## config.mk

```make
export PLATFORM = sky130hd
export DESIGN_NAME = crt_residue_combiner_unit
export DESIGN_NICKNAME = d
export VERILOG_FILES = /design/src/sv/crt_pkg.sv /design/src/sv/crt_residue_combiner_unit.sv /design/src/sv/crt_divider.sv
export SDC_FILE = /design/constraint.sdc
export NUM_CORES = 2
export LEC_CHECK = 0
export BUFFER_PORTS_ARGS = -buffer_cell sky130_fd_sc_hd__buf_2
export CORE_ASPECT_RATIO = 1.25
export CORE_UTILIZATION = 52
export CTS_CLUSTER_DIAMETER = 50
export DETAILED_ROUTE_END_ITERATION = 6
export PLACE_DENSITY = 0.71
export SLEW_MARGIN = 20
export SYNTH_ARGS = -nofsm -noshare
export SYNTH_HDL_FRONTEND = slang
export SYNTH_SLANG_ARGS = --single-unit
```

## constraint.sdc

```tcl
create_clock -name clk -period 12.4 [get_ports clk]
set_input_delay 2.48 -clock clk [delete_from_list [all_inputs] [get_ports clk]]
set_output_delay 2.48 -clock clk [all_outputs]
set_load 0.005 [all_outputs]
```

## src/sv/crt_pkg.sv

```systemverilog
// package for the crt residue combiner: widths, status codes, sequencer states
// no dependencies
package crt_pkg;
  localparam int MW = 16;
  localparam int PW = 64;
  localparam logic [1:0] ST_OK = 2'd0;
  localparam logic [1:0] ST_NOT_COPRIME = 2'd1;
  localparam logic [1:0] ST_OVERFLOW = 2'd2;
  localparam logic [1:0] ST_ZERO_MOD = 2'd3;
  typedef enum logic [4:0] {
    S_IDLE, S_RMOD, S_EUC_CHK, S_EUC_DIV, S_EUC_MUL, S_EUC_MOD, S_OVF_LO, S_OVF_HI,
    S_OVF_CHK, S_XMOD, S_SMOD, S_TMUL, S_TMOD, S_UPD_LO, S_UPD_HI, S_UPD_ADD, S_OUT
  } state_t;
endpackage

```

## src/sv/crt_residue_combiner_unit.sv

```systemverilog
// top level of the crt residue combiner: sequencer, euclid registers, multiplier
// depends on crt_pkg and crt_divider
//
// Input channel s_axis: tdata = {residue, modulus, first_pair} from bit 0 up,
// one pair per transaction. Output channel m_axis: one result per pair with
// tdata = {solution, product_modulus, status} from bit 0 up.
// Each pair runs on one shared 64-bit restoring divider (per division: launch,
// a shift per quotient bit, then done) and one 32x32 multiplier.
// From acceptance to m_axis_tvalid a merge runs one reduction of the running
// modulus, then k Euclid steps (k is 1 for modulus one, up to about 24 for 16-bit
// moduli), each a division, a multiply and a reduction, then three reductions
// with multiplies around them.
// A pair held off by a sticky error or a zero modulus answers in the cycle after acceptance.
// The block takes one pair at a time: s_axis_tready is low from acceptance until
// the result has been taken. The result is held in place while m_axis_tready is
// low. Reset sets the running modulus to one, the running solution and the error
// code to zero, and drops m_axis_tvalid.
// A first_pair flag restarts the set; an error code is sticky until then.
module crt_residue_combiner_unit import crt_pkg::*; (
  input  logic         clk,
  input  logic         rst,
  input  logic         s_axis_tvalid,
  output logic         s_axis_tready,
  input  logic [39:0]  s_axis_tdata,  // residue, modulus, first_pair, zero pad
  output logic         m_axis_tvalid,
  input  logic         m_axis_tready,
  output logic [135:0] m_axis_tdata   // solution, product_modulus, status, zero pad
);
  state_t state, state_next;
  logic [PW-1:0] rmod, rsol;
  logic [1:0] err;
  logic [MW-1:0] x, m;
  logic [MW-1:0] r0, r1, c0, c1, q, inv, d, t;
  logic [2*MW-1:0] pq;
  logic [PW-1:0] plo, phi, pm;
  logic [PW:0] ovf_sum;
  logic [31:0] ma, mb;
  logic [63:0] prod;
  logic div_wait, div_start, div_done;
  logic [PW-1:0] dvd, dsr, dq, drem;

  crt_divider u_div (
    .clk(clk), .rst(rst), .start(div_start), .dividend(dvd), .divisor(dsr),
    .done(div_done), .quotient(dq), .remainder(drem)
  );

  assign s_axis_tready = (state == S_IDLE);
  assign m_axis_tvalid = (state == S_OUT);
  assign m_axis_tdata = {6'd0, err, rmod, rsol};
  assign prod = {32'd0, ma} * {32'd0, mb};
  // running modulus times m fits when high partial plus carry stays in 32 bits
  assign ovf_sum = {1'b0, phi} + {33'd0, plo[63:32]};

  always_ff @(posedge clk) begin
    if (rst) state <= S_IDLE;
    else state <= state_next;
  end

  always_comb begin
    state_next = state;
    div_start = 1'b0;
    dvd = '0;
    dsr = PW'(m);
    ma = '0;
    mb = '0;
    unique case (state)
      S_IDLE: if (s_axis_tvalid) begin
        if (!s_axis_tdata[32] && err != ST_OK) state_next = S_OUT;
        else if (s_axis_tdata[31:16] == '0) state_next = S_OUT;
        else state_next = S_RMOD;
      end
      S_RMOD: begin
        dvd = rmod;
        div_start = !div_wait;
        if (div_done) state_next = S_EUC_CHK;
      end
      S_EUC_CHK: begin
        if (r1 != '0) state_next = S_EUC_DIV;
        else if (r0 != MW'(1)) state_next = S_OUT;
        else state_next = S_OVF_LO;
      end
      S_EUC_DIV: begin
        dvd = PW'(r0);
        dsr = PW'(r1);
        div_start = !div_wait;
        if (div_done) state_next = S_EUC_MUL;
      end
      S_EUC_MUL: begin
        ma = 32'(q);
        mb = 32'(c1);
        state_next = S_EUC_MOD;
      end
      S_EUC_MOD: begin
        dvd = PW'(pq);
        div_start = !div_wait;
        if (div_done) state_next = S_EUC_CHK;
      end
      S_OVF_LO: begin
        ma = rmod[31:0];
        mb = 32'(m);
        state_next = S_OVF_HI;
      end
      S_OVF_HI: begin
        ma = rmod[63:32];
        mb = 32'(m);
        state_next = S_OVF_CHK;
      end
      S_OVF_CHK: begin
        if (ovf_sum[PW:32] != '0) state_next = S_OUT;
        else state_next = S_XMOD;
      end
      S_XMOD: begin
        dvd = PW'(x);
        div_start = !div_wait;
        if (div_done) state_next = S_SMOD;
      end
      S_SMOD: begin
        dvd = rsol;
        div_start = !div_wait;
        if (div_done) state_next = S_TMUL;
      end
      S_TMUL: begin
        ma = 32'(d);
        mb = 32'(inv);
        state_next = S_TMOD;
      end
      S_TMOD: begin
        dvd = PW'(pq);
        div_start = !div_wait;
        if (div_done) state_next = S_UPD_LO;
      end
      S_UPD_LO: begin
        ma = rmod[31:0];
        mb = 32'(t);
        state_next = S_UPD_HI;
      end
      S_UPD_HI: begin
        ma = rmod[63:32];
        mb = 32'(t);
        state_next = S_UPD_ADD;
      end
      S_UPD_ADD: state_next = S_OUT;
      S_OUT: if (m_axis_tready) state_next = S_IDLE;
      default: state_next = S_IDLE;
    endcase
  end

  // one launch per division state, then wait for done
  always_ff @(posedge clk) begin
    if (rst) div_wait <= 1'b0;
    else if (div_start) div_wait <= 1'b1;
    else if (div_done) div_wait <= 1'b0;
  end

  always_ff @(posedge clk) begin
    if (rst) begin
      rmod <= PW'(1);
      rsol <= '0;
      err <= ST_OK;
    end else begin
      case (state)
        S_IDLE: if (s_axis_tvalid) begin
          if (s_axis_tdata[32]) begin
            rmod <= PW'(1);
            rsol <= '0;
          end
          if (s_axis_tdata[32] || err == ST_OK) begin
            if (s_axis_tdata[31:16] == '0) err <= ST_ZERO_MOD;
            else err <= ST_OK;
          end
        end
        S_EUC_CHK: if (r1 == '0 && r0 != MW'(1)) err <= ST_NOT_COPRIME;
        S_OVF_CHK: if (ovf_sum[PW:32] != '0) err <= ST_OVERFLOW;
        S_UPD_ADD: begin
          rsol <= rsol + plo + {phi[31:0], 32'd0};
          rmod <= pm;
        end
        default: ;
      endcase
    end
  end

  always_ff @(posedge clk) begin
    case (state)
      S_IDLE: if (s_axis_tvalid) begin
        x <= s_axis_tdata[15:0];
        m <= s_axis_tdata[31:16];
      end
      S_RMOD: if (div_done) begin
        r0 <= drem[MW-1:0];
        r1 <= m;
        c0 <= (m == MW'(1)) ? '0 : MW'(1);
        c1 <= '0;
      end
      S_EUC_CHK: inv <= c0;
      S_EUC_DIV: if (div_done) begin
        // the quotient never exceeds m, so reducing it is a compare
        q <= (dq[MW-1:0] == m) ? '0 : dq[MW-1:0];
        r0 <= r1;
        r1 <= drem[MW-1:0];
      end
      S_EUC_MUL: pq <= prod[2*MW-1:0];
      S_EUC_MOD: if (div_done) begin
        c0 <= c1;
        c1 <= (c0 >= drem[MW-1:0]) ? c0 - drem[MW-1:0] : c0 + (m - drem[MW-1:0]);
      end
      S_OVF_LO: plo <= prod;
      S_OVF_HI: phi <= prod;
      S_OVF_CHK: pm <= {ovf_sum[31:0], plo[31:0]};
      S_XMOD: if (div_done) x <= drem[MW-1:0];
      S_SMOD: if (div_done) begin
        d <= (x >= drem[MW-1:0]) ? x - drem[MW-1:0] : x + (m - drem[MW-1:0]);
      end
      S_TMUL: pq <= prod[2*MW-1:0];
      S_TMOD: if (div_done) t <= drem[MW-1:0];
      S_UPD_LO: plo <= prod;
      S_UPD_HI: phi <= prod;
      default: ;
    endcase
  end
endmodule

```

## src/sv/crt_divider.sv

```systemverilog
// shared restoring divider, one quotient bit per cycle
// uses crt_pkg for the product width
module crt_divider import crt_pkg::*; (
  input  logic          clk,
  input  logic          rst,
  input  logic          start,
  input  logic [PW-1:0] dividend,
  input  logic [PW-1:0] divisor,
  output logic          done,
  output logic [PW-1:0] quotient,
  output logic [PW-1:0] remainder
);
  logic [PW-1:0] rem, quo, dsr;
  logic [6:0] count;
  logic busy;
  logic [PW:0] shifted;
  logic [PW:0] diff;

  assign shifted = {rem, quo[PW-1]};
  assign diff = shifted - {1'b0, dsr};

  always_ff @(posedge clk) begin
    if (rst) begin
      busy <= 1'b0;
      done <= 1'b0;
      count <= '0;
    end else begin
      done <= 1'b0;
      if (start) begin
        busy <= 1'b1;
        count <= 7'(PW);
      end else if (busy) begin
        count <= count - 7'd1;
        if (count == 7'd1) begin
          busy <= 1'b0;
          done <= 1'b1;
        end
      end
    end
  end

  always_ff @(posedge clk) begin
    if (start) begin
      rem <= '0;
      quo <= dividend;
      dsr <= divisor;
    end else if (busy) begin
      if (!diff[PW]) begin
        rem <= diff[PW-1:0];
        quo <= {quo[PW-2:0], 1'b1};
      end else begin
        rem <= shifted[PW-1:0];
        quo <= {quo[PW-2:0], 1'b0};
      end
    end
  end

  assign quotient = quo;
  assign remainder = rem;
endmodule
```

==> summary.txt <==
Run status
  – Status: complete, but fails checks
  – Violated checks: design-rule violations

Detailed routing
  – Vias per inst: between 6 and 7
  – Routed WL: approximately 170,000 um
  – DRT antenna net count: 0
  – Drt initial violations: around 4,300
  – Vias: 42,300
  – DRC viols: 3
  – Drt pass-1 iters: 7
  – Routed WL per cell: ~25 um

Final layout
  – FILL cells: 8,507
  – Most frequent cells in the layout: 593 x nand2_1, 583 x nor2_1, 552 x inv_1, 446 x fa_1, 438 x edfxtp_1
  – Commonest non-fill, non-tap cell in the layout: nand2_1
  – Share of layout cells above drive strength 1: under 10%
  – Final core occ: 57.83%
  – Finished Cell Area: roughly 0.057 sq mm
  – Nets: around 6,300
  – Area delta synth->final: 9.901%

Timing
  – Tcrit/Tclk final: 77.59%
  – Max-slew violation count: 0
  – Max Fclk: 0.1039 GHz
  – Final setup vio count: 0
  – TNS Setup: 0 ns
  – Count of final hold-check violations: 0
  – Worst slew pin tran: ~1.2 ns
  – Post-route setup slack: 2.779 ns
  – RSZ-0062 raised after global routing: false
  – Relative slew margins: a little under a fifth
  – Skew final: roughly 0.060 ns
  – Tmin final: approximately 9.6 ns

Clock network
  – Setup Buffers After CTS: 0
  – Insertion delay to the later sink of the worst-skew pair: between 0.6 and 0.7 ns
  – Hold_buf cts: 0
  – Total CTS buffers: 79
  – Resize count post-CTS: 0
  – CTS tree: done
  – Reg clk slew, reported paths: around 0.060 ns
  – Number of H-tree levels: 3
  – Root buffer cell: clkbuf_16
  – Longest Clk Path Bufs: 3
  – # clock sinks: between 600 and 700

Worst setup path
  – Worst-path cell with the longest stage delay: dfxtp_1
  – WP buf/inv: 6
  – CP dominant cell by count: fa_1
  – CP Data Required Time: around 13 ns
  – R2r setup slk: 2.78 ns
  – RR Endpoint: plo[49]
  – CP max FO: approximately 110
  – Cell family with most CP delay: adder cells
  – WS Path Type: reg -> reg
  – Slowest stage delay, CP: 0.78 ns
  – Arrival time at the worst endpoint: 9.99 ns
  – Reg2reg path depth: 29
  – R2R Path Start: state[0]
  – Crit end category: register
  – Crit start category: register

Logic synthesis
  – Synth warn: 0
  – Number of synthesized register bits: between 600 and 700
  – Number of flops mapped to enable cells by yosys: 438
  – Share of flip-flops with an asynchronous set or reset: 0%
  – Area leader, netlist: edfxtp_1
  – Mapped Area: ~0.051 sq mm
  – Gate Count Post-Synth: ~5,300
  – Sequential share of the synthesized area: between 30% and 40%
  – Synth cell types: a little under 80
  – Synth top area cells: edfxtp_1 26%, fa_1 17%, ha_1 8.5%
  – Share of the synthesized area in the top cell type: 25.54%
  – Post-synth top flop: edfxtp_1
  – Mean Syn Cell Area: about 9.6 sq um

Power
  – Flop pwr share: approximately a third
  – Comb power frac: between 30% and 40%
  – Net Sw Frac: between 30% and 40%
  – Internal power: 0.005585 W
  – Share of total power in the clock network: 27.0%
  – Sw Pwr: 0.003494 W
  – Cell leakage power: 23.63 nW
  – Pwr per Cell Area: 160.4 mW/mm^2
  – Maximum vdd drop: ~0.23 mV

Global routing
  – GRT Residual Overflow: 0
  – Vias in the first global route: approximately 42,000
  – Largest net degree at the start of global routing: approximately 110
  – Total track usage: between 30% and 40%
  – Global-route wire length before repair: about 260,000 um
  – Initial antenna violation count: 12

Placed design
  – Placement Setup Slack: between 2 and 3 ns
  – Placed Area: around 0.054 sq mm
  – Final Wtd Congestion: 0.9913
  – # port buffers: roughly 170
  – Dpl hpwl: about 130,000 um

Min path
  – Worst hold path type: reg -> reg
  – WHS Endpoint: pm[16]
  – Hold depth: 0
  – HP Start: plo[16]

Die
  – Row count: 128
  – Effective utilization at floorplan: around 53%
  – Core ar.: ~0.098 sq mm
  – Num ports: 182
  – Die area: ~0.1 sq mm
  – Chip Height: roughly 350 um
  – Die W: 283.5 um

Flow run
  – Number of max-cap violations: 0
## per-layer routing
layer	track usage [%]	share of wire, %	vias to the layer above
met4	22.66	7.4	8
met5	0	0.034	-
met2	56.60	48	2209
li1	-	-	18680
met1	40.33	36	20770
met3	6.160	8.8	640
## sequential cells by signal (all words and copies together), names as in the netlist, 32 cells and up
| name | cells |
|---|---|
| u_div.quotient | 64 |
| rsol | 64 |
| phi | 51 |
| u_div.remainder | 64 |
| rmod | 64 |
| plo | 51 |
| pq | 32 |
| pm | 64 |
## area by class of cell
cell class | count | area, sq um | area share, %
tap | 1300 | 1627 | 2.874
clock buffer | 97 | 2167 | 3.829
multi-input combinational | 3891 | 31260 | 55.24
inverter | 556 | 2088 | 3.690
timing repair buffer | 246 | 1441 | 2.547
sequential | 647 | 17340 | 30.64
clock inverter | 49 | 659.4 | 1.165
antenna | 4 | 10.01 | 0.01769
## logic make-up after synthesis
family | after synthesis | synth area share, %
AO/OA/AOI/OAI | 1112 | 14.64
other | 1 | 0.007282
XOR/XNOR | 273 | 4.643
AND/OR/NAND/NOR | 1649 | 14.15
flip-flops | 647 | 33.67
buffers and inverters | 805 | 5.931
multiplexers | 57 | 1.164
adder cells (fa/ha/maj) | 794 | 25.79
## worst register-to-register path, delay by kind of cell, from the launching register on
kind            cells  cell delay (ns)
compound gates      9             3.01
fa+ha+maj           7             3.45
buf+inv             6             0.78
flops               1             0.78
simple gates        7             1.30
## metrics by stage
step	std cells	total power [W]	hold WS, ns
after CTS	6786	0.009039	0.4617
after global placement	6640	0.006508	0.4463
final	6790	0.009079	0.4645
after global routing	6786	0.009549	0.4693
after detailed placement	6640	0.006590	0.4467
after floorplan	5343	0.005610	0.4064
## synth_stat cells (all sizes together), types with 27 or more instances
cell type    n
a211oi      27
a21o        97
a21oi      225
a221oi      73
a22o        55
a22oi      144
a31oi       41
and2        64
and3        29
clkbuf     228
dfxtp      209
edfxtp     438
fa         446
ha         348
inv        556
mux2i       34
nand2      595
nand2b      33
nand3       75
nand4       39
nor2       587
nor2b       27
nor3        81
nor4        37
o21a        31
o21ai      226
o21bai      36
xnor2      145
xor2       128
## worst max-delay path by stage
stage / startpoint / to / slack (ns) / cells after the start
finish: state[0] / plo[49] / 2.78 / 29
detailed placement: state[0] / plo[49] / 2.74 / 26
global placement: state[4] / plo[49] / 2.97 / 26
global route: state[0] / phi[49] / 2.19 / 26
CTS: state[0] / plo[49] / 2.73 / 26
floorplan: state[3] / phi[45] / 2.87 / 27
## power groups by stage
stage	Sequential [W]	Combinational, W	Clock [W]
6_report	0.00306	0.00356	0.00245
5_1_grt	0.00308	0.00392	0.00255
4_1_cts	0.00305	0.00352	0.00247
3_5_place_dp	0.00310	0.00349	0
3_3_place_gp	0.00309	0.00342	0
2_1_floorplan	0.00295	0.00266	0
No activity file was read; power rests on OpenSTA's default activity.
